`src/rtl/lhst_pkg.sv`:
```
// Shared types, codes and constants of the link health score tracker.
// Used by every module of the block; depends on nothing.
`timescale 1ns / 1ps
`default_nettype none

package lhst_pkg;

	localparam int MAX_PEERS = 16;
	localparam int PEER_W    = 4;
	localparam int PIDX_W    = $clog2(MAX_PEERS);
	localparam int SCORE_W   = 17;
	localparam int UNITS_W   = 16;
	localparam int WORD_W    = 32;
	localparam int RANK_W    = 5;
	localparam int CFG_IDX_W = 2;
	localparam int CFG_DAT_W = 16;
	localparam int QDEPTH    = 2;
	localparam int QPTR_W    = $clog2(QDEPTH);
	localparam int DCNT_W    = 5;

	localparam logic [SCORE_W-1:0] ONE_Q16 = 17'h10000;

	localparam logic [1:0] OP_LIVE  = 2'd0;
	localparam logic [1:0] OP_DEAD  = 2'd1;
	localparam logic [1:0] OP_EPOCH = 2'd2;

	localparam logic [1:0] ST_APPLIED    = 2'd0;
	localparam logic [1:0] ST_DROPPED    = 2'd1;
	localparam logic [1:0] ST_NOT_RAISED = 2'd2;

	localparam logic [CFG_IDX_W-1:0] CFG_OWN_RANK      = 2'd0;
	localparam logic [CFG_IDX_W-1:0] CFG_HL_UNITS      = 2'd1;
	localparam logic [CFG_IDX_W-1:0] CFG_PERSIST_EVERY = 2'd2;

	localparam logic [RANK_W-1:0]    RANK_RESET      = 5'h1F;
	localparam logic [UNITS_W-1:0]   HL_UNITS_RESET  = 16'd256;
	localparam logic [UNITS_W-1:0]   PERSIST_RESET   = 16'd16;

	localparam logic [DCNT_W-1:0] ALPHA_LAST = 5'd15;
	localparam logic [DCNT_W-1:0] MOD_LAST   = 5'd31;

	typedef enum logic [2:0] {
		K_LIVE,
		K_DEAD,
		K_EPOCH,
		K_BAD,
		K_DROP_RANGE,
		K_DROP_OWN
	} cmd_kind_t;

	typedef struct packed {
		cmd_kind_t           kind;
		logic [PEER_W-1:0]   peer;
		logic [UNITS_W-1:0]  units;
		logic [WORD_W-1:0]   new_epoch;
	} cmd_t;

	typedef struct packed {
		logic                start;
		logic [SCORE_W-1:0]  rem_init;
		logic [WORD_W-1:0]   dividend;
		logic [SCORE_W-1:0]  divisor;
		logic [DCNT_W-1:0]   last;
	} div_req_t;

	typedef struct packed {
		logic                done;
		logic [UNITS_W-1:0]  quotient;
		logic [SCORE_W-1:0]  remainder;
	} div_rsp_t;

	typedef enum logic [2:0] {
		B_IDLE,
		B_SYNC,
		B_DIV,
		B_MUL,
		B_ANS,
		B_FIN
	} back_state_t;

endpackage

`default_nettype wire

```
`src/rtl/link_health_score_tracker.sv`:
```
// Top level of the link health score tracker: configuration registers and
// the front queue, shared divider and back end. Depends on lhst_pkg,
// lhst_front, lhst_div and lhst_back.
// A report whose weight does not saturate waits for the 16 steps of the radix-2 weight
// divider; a report whose weight saturates and every other item skip the divider.
// The back end works on one item at a time; a two-entry queue takes items meanwhile.
// After a write of a nonzero persist_every, a remainder pass holds the back end.
// Reset is asynchronous, active low: scores go to 1.0, flags, version and epoch to zero.
`timescale 1ns / 1ps
`default_nettype none

module link_health_score_tracker import lhst_pkg::*; (
	input  wire logic                  clk,
	input  wire logic                  arst_n,
	input  wire logic                  push,
	output logic                       full,
	input  wire logic [1:0]            opcode,
	input  wire logic [PEER_W-1:0]     peer,
	input  wire logic [UNITS_W-1:0]    units,
	input  wire logic [WORD_W-1:0]     new_epoch,
	output logic                       empty,
	input  wire logic                  pop,
	output logic [1:0]                 status,
	output logic [SCORE_W-1:0]         score,
	output logic                       peer_live,
	output logic [WORD_W-1:0]          version_now,
	output logic [WORD_W-1:0]          epoch_now,
	output logic                       persist_request,
	input  wire logic                  cfg_valid,
	output logic                       cfg_ready,
	input  wire logic [CFG_IDX_W-1:0]  cfg_index,
	input  wire logic [CFG_DAT_W-1:0]  cfg_data
);

	logic [RANK_W-1:0]  own_rank_q;
	logic [UNITS_W-1:0] hl_units_q, persist_every_q;
	logic               cfg_wr, pe_written, q_valid, q_pop;
	cmd_t               q_cmd;
	div_req_t           div_req;
	div_rsp_t           div_rsp;

	assign cfg_ready  = 1'b1;
	assign cfg_wr     = cfg_valid && cfg_ready;
	assign pe_written = cfg_wr && (cfg_index == CFG_PERSIST_EVERY);

	always_ff @(posedge clk or negedge arst_n) begin
		if (!arst_n) begin
			own_rank_q      <= RANK_RESET;
			hl_units_q      <= HL_UNITS_RESET;
			persist_every_q <= PERSIST_RESET;
		end else if (cfg_wr) begin
			case (cfg_index)
				CFG_OWN_RANK:      own_rank_q      <= cfg_data[RANK_W-1:0];
				CFG_HL_UNITS:      hl_units_q      <= cfg_data;
				CFG_PERSIST_EVERY: persist_every_q <= cfg_data;
				default: ;
			endcase
		end
	end

	lhst_front u_front (
		.clk       (clk),
		.arst_n    (arst_n),
		.push      (push),
		.full      (full),
		.opcode    (opcode),
		.peer      (peer),
		.units     (units),
		.new_epoch (new_epoch),
		.own_rank  (own_rank_q),
		.q_valid   (q_valid),
		.q_cmd     (q_cmd),
		.q_pop     (q_pop)
	);

	lhst_div u_div (
		.clk    (clk),
		.arst_n (arst_n),
		.req    (div_req),
		.rsp    (div_rsp)
	);

	lhst_back u_back (
		.clk             (clk),
		.arst_n          (arst_n),
		.q_valid         (q_valid),
		.q_cmd           (q_cmd),
		.q_pop           (q_pop),
		.own_rank        (own_rank_q),
		.hl_units        (hl_units_q),
		.persist_every   (persist_every_q),
		.pe_written      (pe_written),
		.div_req         (div_req),
		.div_rsp         (div_rsp),
		.pop             (pop),
		.empty           (empty),
		.status          (status),
		.score           (score),
		.peer_live       (peer_live),
		.version_now     (version_now),
		.epoch_now       (epoch_now),
		.persist_request (persist_request)
	);

endmodule

`default_nettype wire

```
`src/rtl/lhst_front.sv`:
```
// Front end: accepts items, classifies them and holds them in a short queue.
// Depends on lhst_pkg.
`timescale 1ns / 1ps
`default_nettype none

module lhst_front import lhst_pkg::*; (
	input  wire logic                 clk,
	input  wire logic                 arst_n,
	input  wire logic                 push,
	output logic                      full,
	input  wire logic [1:0]           opcode,
	input  wire logic [PEER_W-1:0]    peer,
	input  wire logic [UNITS_W-1:0]   units,
	input  wire logic [WORD_W-1:0]    new_epoch,
	input  wire logic [RANK_W-1:0]    own_rank,
	output logic                      q_valid,
	output cmd_t                      q_cmd,
	input  wire logic                 q_pop
);

	cmd_t              ent_q [QDEPTH];
	logic [QPTR_W-1:0] wr_ptr_q, rd_ptr_q;
	logic [QPTR_W:0]   cnt_q;
	cmd_t              cls;
	logic              acc;

	assign full    = (cnt_q == (QPTR_W+1)'(QDEPTH));
	assign acc     = push && !full;
	assign q_valid = (cnt_q != '0);
	assign q_cmd   = ent_q[rd_ptr_q];

	always_comb begin
		cls.peer      = peer;
		cls.units     = units;
		cls.new_epoch = new_epoch;
		case (opcode)
			OP_LIVE, OP_DEAD: begin
				if ({1'b0, peer} >= (PEER_W+1)'(MAX_PEERS)) begin
					cls.kind = K_DROP_RANGE;
				end else if (!own_rank[RANK_W-1] && (own_rank[PEER_W-1:0] == peer)) begin
					cls.kind = K_DROP_OWN;
				end else begin
					cls.kind = (opcode == OP_LIVE) ? K_LIVE : K_DEAD;
				end
			end
			OP_EPOCH: cls.kind = K_EPOCH;
			default:  cls.kind = K_BAD;
		endcase
	end

	always_ff @(posedge clk or negedge arst_n) begin
		if (!arst_n) begin
			wr_ptr_q <= '0;
			rd_ptr_q <= '0;
			cnt_q    <= '0;
		end else begin
			if (acc) begin
				wr_ptr_q <= (wr_ptr_q == QPTR_W'(QDEPTH-1)) ? '0 : wr_ptr_q + 1'b1;
			end
			if (q_pop) begin
				rd_ptr_q <= (rd_ptr_q == QPTR_W'(QDEPTH-1)) ? '0 : rd_ptr_q + 1'b1;
			end
			case ({acc, q_pop})
				2'b10:   cnt_q <= cnt_q + 1'b1;
				2'b01:   cnt_q <= cnt_q - 1'b1;
				default: cnt_q <= cnt_q;
			endcase
		end
	end

	always_ff @(posedge clk) begin
		if (acc) begin
			ent_q[wr_ptr_q] <= cls;
		end
	end

endmodule

`default_nettype wire

```
`src/rtl/lhst_div.sv`:
```
// Radix-2 restoring divider, one quotient bit per cycle, shared by the weight
// and persist remainder computations. Depends on lhst_pkg.
`timescale 1ns / 1ps
`default_nettype none

module lhst_div import lhst_pkg::*; (
	input  wire logic clk,
	input  wire logic arst_n,
	input  wire div_req_t req,
	output div_rsp_t  rsp
);

	logic                busy_q, done_q;
	logic [DCNT_W-1:0]   cnt_q;
	logic [SCORE_W-1:0]  rem_q, div_q;
	logic [WORD_W-1:0]   dvd_q;
	logic [UNITS_W-1:0]  quo_q;
	logic [SCORE_W:0]    trial, diff;
	logic                ge;

	always_comb begin
		trial = {rem_q, dvd_q[WORD_W-1]};
		diff  = trial - {1'b0, div_q};
		ge    = (trial >= {1'b0, div_q});
	end

	always_ff @(posedge clk or negedge arst_n) begin
		if (!arst_n) begin
			busy_q <= 1'b0;
			done_q <= 1'b0;
			cnt_q  <= '0;
		end else begin
			done_q <= busy_q && (cnt_q == '0);
			if (req.start) begin
				busy_q <= 1'b1;
				cnt_q  <= req.last;
			end else if (busy_q) begin
				if (cnt_q == '0) begin
					busy_q <= 1'b0;
				end
				cnt_q <= cnt_q - 1'b1;
			end
		end
	end

	always_ff @(posedge clk) begin
		if (req.start) begin
			rem_q <= req.rem_init;
			dvd_q <= req.dividend;
			div_q <= req.divisor;
			quo_q <= '0;
		end else if (busy_q) begin
			rem_q <= ge ? diff[SCORE_W-1:0] : trial[SCORE_W-1:0];
			dvd_q <= {dvd_q[WORD_W-2:0], 1'b0};
			quo_q <= {quo_q[UNITS_W-2:0], ge};
		end
	end

	assign rsp.done      = done_q;
	assign rsp.quotient  = quo_q;
	assign rsp.remainder = rem_q;

endmodule

`default_nettype wire

```
`src/rtl/lhst_back.sv`:
```
// Back end: score table, version and epoch state, score update and result
// register. Depends on lhst_pkg and drives the shared lhst_div unit.
`timescale 1ns / 1ps
`default_nettype none

module lhst_back import lhst_pkg::*; (
	input  wire logic                 clk,
	input  wire logic                 arst_n,
	input  wire logic                 q_valid,
	input  wire cmd_t                 q_cmd,
	output logic                      q_pop,
	input  wire logic [RANK_W-1:0]    own_rank,
	input  wire logic [UNITS_W-1:0]   hl_units,
	input  wire logic [UNITS_W-1:0]   persist_every,
	input  wire logic                 pe_written,
	output div_req_t                  div_req,
	input  wire div_rsp_t             div_rsp,
	input  wire logic                 pop,
	output logic                      empty,
	output logic [1:0]                status,
	output logic [SCORE_W-1:0]        score,
	output logic                      peer_live,
	output logic [WORD_W-1:0]         version_now,
	output logic [WORD_W-1:0]         epoch_now,
	output logic                      persist_request
);

	back_state_t         state_q, state_d;
	cmd_t                cmd_q;
	logic [SCORE_W-1:0]  score_tab_q [MAX_PEERS];
	logic [MAX_PEERS-1:0] live_tab_q;
	logic [WORD_W-1:0]   version_q, epoch_q;
	logic [UNITS_W-1:0]  rem_q;
	logic                dirty_q;
	logic [SCORE_W-1:0]  alpha_q, keep_q;
	logic                out_valid_q;
	logic [1:0]          status_q;
	logic [SCORE_W-1:0]  score_q;
	logic                live_q;
	logic [WORD_W-1:0]   version_out_q, epoch_out_q;
	logic                persist_q;

	logic                out_free, own_valid, sat, q_report, raise;
	logic [PIDX_W-1:0]   idx;
	logic [SCORE_W-1:0]  cur_score, inv_alpha, new_score;
	logic [2*SCORE_W-1:0] prod;
	logic [SCORE_W:0]    sum;
	logic [SCORE_W-1:0]  rem_inc;
	logic [UNITS_W-1:0]  rem_next;
	logic [WORD_W-1:0]   ver_next;
	logic                persist_hit;

	logic                out_load;
	logic [1:0]          o_status;
	logic [SCORE_W-1:0]  o_score;
	logic                o_live;
	logic [WORD_W-1:0]   o_version, o_epoch;
	logic                o_persist;

	always_comb begin
		out_free  = !out_valid_q || pop;
		own_valid = !own_rank[RANK_W-1];
		q_report  = (q_cmd.kind == K_LIVE) || (q_cmd.kind == K_DEAD);
		sat       = (hl_units == '0) || ({1'b0, q_cmd.units} >= {hl_units, 1'b0});
		raise     = (cmd_q.new_epoch > epoch_q) && own_valid;
		idx       = PIDX_W'(cmd_q.peer);
		cur_score = score_tab_q[idx];
		inv_alpha = ONE_Q16 - alpha_q;
		prod      = cur_score * inv_alpha;
		sum       = {1'b0, keep_q} + {1'b0, alpha_q};
		if (cmd_q.kind == K_LIVE) begin
			new_score = (sum > {1'b0, ONE_Q16}) ? ONE_Q16 : sum[SCORE_W-1:0];
		end else begin
			new_score = (keep_q >= alpha_q) ? keep_q - alpha_q : '0;
		end
		rem_inc  = {1'b0, rem_q} + 1'b1;
		rem_next = ((version_q == '1) || (rem_inc == {1'b0, persist_every})) ?
			'0 : rem_inc[UNITS_W-1:0];
		ver_next    = own_valid ? version_q + 1'b1 : version_q;
		persist_hit = own_valid && (persist_every != '0) && (rem_next == '0);
	end

	always_comb begin
		state_d = state_q;
		case (state_q)
			B_IDLE: begin
				if (dirty_q) begin
					if (persist_every != '0) begin
						state_d = B_SYNC;
					end
				end else if (q_valid && out_free) begin
					if (q_report) begin
						state_d = sat ? B_MUL : B_DIV;
					end else begin
						state_d = B_ANS;
					end
				end
			end
			B_SYNC: if (div_rsp.done) state_d = B_IDLE;
			B_DIV:  if (div_rsp.done) state_d = B_MUL;
			B_MUL:  state_d = B_FIN;
			B_FIN:  state_d = B_IDLE;
			B_ANS:  state_d = B_IDLE;
			default: state_d = B_IDLE;
		endcase
	end

	always_comb begin
		q_pop            = 1'b0;
		div_req.start    = 1'b0;
		div_req.rem_init = '0;
		div_req.dividend = version_q;
		div_req.divisor  = {1'b0, persist_every};
		div_req.last     = MOD_LAST;
		out_load         = 1'b0;
		o_status         = ST_APPLIED;
		o_score          = '0;
		o_live           = 1'b0;
		o_version        = version_q;
		o_epoch          = epoch_q;
		o_persist        = 1'b0;
		case (state_q)
			B_IDLE: begin
				if (dirty_q) begin
					div_req.start = (persist_every != '0);
				end else if (q_valid && out_free) begin
					q_pop = 1'b1;
					if (q_report && !sat) begin
						div_req.start    = 1'b1;
						div_req.rem_init = {1'b0, q_cmd.units};
						div_req.dividend = '0;
						div_req.divisor  = {hl_units, 1'b0};
						div_req.last     = ALPHA_LAST;
					end
				end
			end
			B_ANS: begin
				out_load = 1'b1;
				case (cmd_q.kind)
					K_EPOCH: begin
						o_status = raise ? ST_APPLIED : ST_NOT_RAISED;
						if (raise) begin
							o_version = '0;
							o_epoch   = cmd_q.new_epoch;
						end
					end
					K_DROP_OWN: begin
						o_status = ST_DROPPED;
						o_score  = cur_score;
						o_live   = live_tab_q[idx];
					end
					K_DROP_RANGE: o_status = ST_DROPPED;
					default:      o_status = ST_NOT_RAISED;
				endcase
			end
			B_FIN: begin
				out_load  = 1'b1;
				o_score   = new_score;
				o_live    = (cmd_q.kind == K_LIVE);
				o_version = ver_next;
				o_persist = persist_hit;
			end
			default: ;
		endcase
	end

	always_ff @(posedge clk or negedge arst_n) begin
		if (!arst_n) begin
			state_q     <= B_IDLE;
			dirty_q     <= 1'b0;
			out_valid_q <= 1'b0;
			live_tab_q  <= '0;
			version_q   <= '0;
			epoch_q     <= '0;
			rem_q       <= '0;
			for (int i = 0; i < MAX_PEERS; i++) begin
				score_tab_q[i] <= ONE_Q16;
			end
		end else begin
			state_q <= state_d;
			if (pe_written) begin
				dirty_q <= 1'b1;
			end else if (state_q == B_IDLE && dirty_q && persist_every == '0) begin
				dirty_q <= 1'b0;
			end else if (state_q == B_SYNC && div_rsp.done) begin
				dirty_q <= 1'b0;
			end
			if (state_q == B_SYNC && div_rsp.done) begin
				rem_q <= div_rsp.remainder[UNITS_W-1:0];
			end
			if (state_q == B_FIN) begin
				score_tab_q[idx] <= new_score;
				live_tab_q[idx]  <= (cmd_q.kind == K_LIVE);
				if (own_valid) begin
					version_q <= ver_next;
					rem_q     <= rem_next;
				end
			end
			if (state_q == B_ANS && cmd_q.kind == K_EPOCH && raise) begin
				version_q <= '0;
				rem_q     <= '0;
				epoch_q   <= cmd_q.new_epoch;
			end
			if (out_load) begin
				out_valid_q <= 1'b1;
			end else if (pop) begin
				out_valid_q <= 1'b0;
			end
		end
	end

	always_ff @(posedge clk) begin
		if (q_pop) begin
			cmd_q   <= q_cmd;
			alpha_q <= ONE_Q16;
		end else if (state_q == B_DIV && div_rsp.done) begin
			alpha_q <= {1'b0, div_rsp.quotient};
		end
		if (state_q == B_MUL) begin
			keep_q <= prod[SCORE_W+15:16];
		end
		if (out_load) begin
			status_q      <= o_status;
			score_q       <= o_score;
			live_q        <= o_live;
			version_out_q <= o_version;
			epoch_out_q   <= o_epoch;
			persist_q     <= o_persist;
		end
	end

	assign empty           = !out_valid_q;
	assign status          = status_q;
	assign score           = score_q;
	assign peer_live       = live_q;
	assign version_now     = version_out_q;
	assign epoch_now       = epoch_out_q;
	assign persist_request = persist_q;

endmodule

`default_nettype wire
```
`config.mk`:
```
export PLATFORM = sky130hd
export DESIGN_NAME = link_health_score_tracker
export DESIGN_NICKNAME = d
export VERILOG_FILES = /design/src/rtl/lhst_pkg.sv /design/src/rtl/link_health_score_tracker.sv /design/src/rtl/lhst_front.sv /design/src/rtl/lhst_div.sv /design/src/rtl/lhst_back.sv
export SDC_FILE = /design/constraint.sdc
export NUM_CORES = 2
export LEC_CHECK = 0
export BUFFER_PORTS_ARGS = -buffer_cell sky130_fd_sc_hd__buf_2
export CAP_MARGIN = 20
export CELL_PAD_IN_SITES_DETAIL_PLACEMENT = 0
export CELL_PAD_IN_SITES_GLOBAL_PLACEMENT = 2
export CORE_UTILIZATION = 43
export CTS_CLUSTER_DIAMETER = 100
export DETAILED_ROUTE_END_ITERATION = 8
export HOLD_SLACK_MARGIN = 0.08
export PLACE_DENSITY = 0.85
export SYNTH_ARGS = -nofsm -noshare
export SYNTH_HDL_FRONTEND = slang
export SYNTH_SLANG_ARGS = --single-unit
export TNS_END_PERCENT = 20
```
`constraint.sdc`:
```
create_clock -name clk -period 10.15 [get_ports clk]
set_clock_uncertainty 0.15 [all_clocks]
set_input_delay 0.5075 -clock clk [delete_from_list [all_inputs] [get_ports clk]]
set_output_delay 0.5075 -clock clk [all_outputs]
set_load 0.01 [all_outputs]
```
==> impl_metrics.csv <==
group,metric,value,unit
outcome,status,"complete, but fails checks",
outcome,violations,"design-rule violations",
synth,synth_flop_cell,"dfrtp_1",
place,dp_slack,1571,ps
timing,maxSlewHeadroom,26.12,%
clock_tree,cts_root_buf,"clkbuf_16",
clock_tree,cts_max_level,3,
timing,setup_viol,0,
synth,syn_area_per_cell,10.89,sq um
worst_setup_path,r2r_setup_slack,1540,ps
clock_tree,cts.path.max_buffers,3,
synth,syn_nets,4709,
synth,synth.distinct_cells,94,
timing,setup_slack,1540,ps
worst_setup_path,cpMaxStageDelayCell,"mux4_2",
global_route,grt_use_met2,38.16,%
detailed_routing,drt_iter0_drc,2151,
clock_tree,cts_sinks,771,
synth,ys_warn_count,0,
power_and_ir_drop,power_density,204.3,nW/um^2
synth,syn_inst,4202,
worst_setup_path,r2r-start,"u_back.idx[0]",
worst_setup_path,path_class,"flop to flop",
synth,synthesis.area,45760,sq um
worst_setup_path,critical_path.endpoint,"u_back.keep_q[13]",
timing,timing.final.crit_share,84.83,%
detailed_routing,ant_nets,0,
die,die_y,328.2,um
die,die_w,328.2,um
finish,final_cell_area,51710,sq um
place,place_area,48000,sq um
place,dp_cells,5589,
detailed_routing,drc,4,
finish,syn2layout_area_growth,13.01,%
synth,synth_edf_count,317,
job,maxCapViolations,0,
global_route,antenna_found_initial,2,
worst_setup_path,reg2reg_to,"u_back.keep_q[13]",
worst_setup_path,path_max_fanout,80,
global_route,grt_pass1_wl,190400,um
worst_setup_path,reg2reg_depth,25,
hold_path,hold_path.class,"input pin to flop",
timing,finalHoldViolCount,0,
power_and_ir_drop,ir_drop,0.1618,mV
synth,synthArstFlopShare,54.60,%
clock_tree,clkTransAtPathRegs,60,ps
timing,slew_viol_final,0,
worst_setup_path,start_kind,"flop",
finish,layout_commonest_cell,"nand2_1",
worst_setup_path,arrival,8870,ps
clock_tree,post_cts.repair.setup_buffers,0,
synth,synth-xor-area-share,2.048,%
clock_tree,insertion_delay,650,ps
detailed_routing,vias_per_cell,5.417,
power_and_ir_drop,leakage,22.70,nW
worst_setup_path,critPathRequiredTime,10400,ps
worst_setup_path,path_common_cell,"fa_1",
die,rows,119,
synth,synth_compound_area_share,10.30,%
timing,rsz0062_at_grt,"no",
detailed_routing,vias,31551,
timing,finalSetupTns,0,ps
finish,fin_cells,5824,
die,design.portCount,165,
worst_setup_path,cp-end-kind,"flop",
synth,synth-seq-cells,771,
die,fp.coreArea,105400,sq um
timing,clock.fmax,116.1,MHz
global_route,gr-usage-all-layers,22.91,%
global_route,gr-total-overflow,0,
clock_tree,cts_tree,"done",
synth,synth_top_family_by_area,"adder cells",
timing,period_needed,8610,ps
synth,synthSimpleGateAreaFrac,11.41,%
die,initial_core_util,43.41,%
detailed_routing,wire_per_inst,20.99,um
worst_setup_path,crit_start,"u_back.idx[0]",
global_route,grt_pass1_vias,32192,
global_route,grtUsageMet3,2.965,%
finish,drive_gt1_share,16.61,%
place,gp_congestion,0.8525,
detailed_routing,drt_pass1_iterations,7,
synth,synth_seq_area_share,45.33,%
synth,synthMuxAreaShare,10.01,%
worst_setup_path,critical-path-max-stage-delay,740,ps
global_route,grt_max_degree,128,
place,hpwl,84260,um
timing,worst_slew_pin_slew,1108,ps
clock_tree,cts_made_buffers,85,
finish,nNetsFinal,4866,
finish,final_cell_mix,"nand2_1, inv_1, dfrtp_1",
place,io_buffers,163,
global_route,use_met1,31.60,%
die,die-area,107700,sq um
global_route,busiest_layer,"met2",
detailed_routing,wl,122200,um
synth,synth_fa_ha_area_share,15.43,%
## worst max-delay path, delay by kind of cell, from the launching register on
family | cells | cell delay [ps]
flip-flops | 1 | 370
XOR/XNOR | 1 | 150
adder cells (fa/ha/maj) | 7 | 3430
multiplexers | 2 | 1320
AO/OA/AOI/OAI | 6 | 1270
buffers and inverters | 5 | 720
AND/OR/NAND/NOR | 4 | 860
## stage by stage
stage / util [%] / hold slack [ps] / power, mW
after floorplan: - / 61.91 / 6.255
after global placement: 45.53 / 290.9 / 7.293
after detailed placement: 45.53 / 292.6 / 7.320
final: 49.05 / 168.3 / 10.56
after global routing: 49.05 / 224.1 / 11.12
after CTS: 49.04 / 136.8 / 10.64
## sequential cells by signal (all words and copies together), names as in the netlist, 17 cells and up
signal,count
u_div.rem_q,17
u_back.epoch_q,32
u_front.ent_q,110
u_back.alpha_q,17
u_back.cmd_q,35
u_div.dvd_q,32
u_back.score,17
u_back.score_tab_q,272
u_back.version_q,32
u_div.div_q,17
u_back.version_now,32
u_back.epoch_now,32
u_back.keep_q,17
## timing repair
item                                   4_1_cts  5_1_grt
hold buffers                                73        0
endpoints found under the hold margin      261        0
resized for setup                            0        0
## layout make-up
cell class | count | area [sq um]
well taps | 1391 | 1740
fillers | 9558 | 53710
clock buffers | 109 | 2321
diodes | 1 | 2.502
repair buffers | 298 | 2067
flip-flops and latches | 771 | 20740
inverters | 412 | 1549
clock inverters | 51 | 641.9
multi-input cells | 2791 | 22640
## cells by family (layout without fill, tap and decap cells)
family | after synthesis | count (layout)
buffers and inverters | 640 | 870
adder cells (fa/ha/maj) | 430 | 430
flip-flops | 771 | 771
AO/OA/AOI/OAI | 776 | 776
XOR/XNOR | 107 | 107
multiplexers | 327 | 327
AND/OR/NAND/NOR | 1150 | 1150
other | 1 | 2
## cells in the mapped netlist, drive strengths merged, types with 6 or more instances
cell     number  area share, %
a2111oi       8           0.17
a211o         6           0.11
a211oi        8           0.13
a21boi        7           0.15
a21o         28           0.46
a21oi       106            1.2
a221o         7           0.15
a22o          6           0.11
a31oi        18           0.28
and2         95            1.3
and3         23           0.31
buf          38           0.51
clkbuf      190            1.6
dfrtp       398             22
dfstp        23            1.3
dfxtp        33            1.4
edfxtp      317             21
fa          224            9.8
ha          206            5.6
inv         411            3.4
mux2        186            4.6
mux2i        55            1.2
mux4         86            4.2
nand2       642            5.3
nand2b       21           0.29
nand3        55           0.61
nand3b        6          0.098
nand4        37           0.51
nor2        134            1.1
nor2b        31           0.42
nor3         38           0.42
nor3b         9           0.15
nor4         30           0.44
o21a         21           0.35
o21ai       447            5.1
o21bai       15           0.25
o22ai        18           0.25
o31ai        20           0.33
o41ai        14           0.27
or2           6          0.082
or3          12           0.16
xnor2        83            1.6
xor2         24           0.46
## layer usage
metal	vias up	share of wire (%)
li1	14815	-
met1	15857	45
met4	2	2.2
met3	166	4.4
met2	711	48
met5	-	0.0090
## where the power goes
group          switching, mW  internal (mW)
logic                   2.10           1.20
registers              0.286           3.71
clock network           1.33           1.94
## worst min path at each step
stage / from / slack, ps / end / cells after the start
CTS: cfg_index[1] / 140 / own_rank_q[4] / 5
detailed placement: u_div.quo_q[15] / 290 / u_back.alpha_q[15] / 2
global route: cfg_index[1] / 220 / own_rank_q[4] / 5
finish: cfg_index[1] / 170 / own_rank_q[4] / 5
global placement: u_div.quo_q[15] / 290 / u_back.alpha_q[15] / 2
floorplan: arst_n / 60 / hl_units_q[0] / 0
Note: power is estimated with default switching activity, not from simulation.
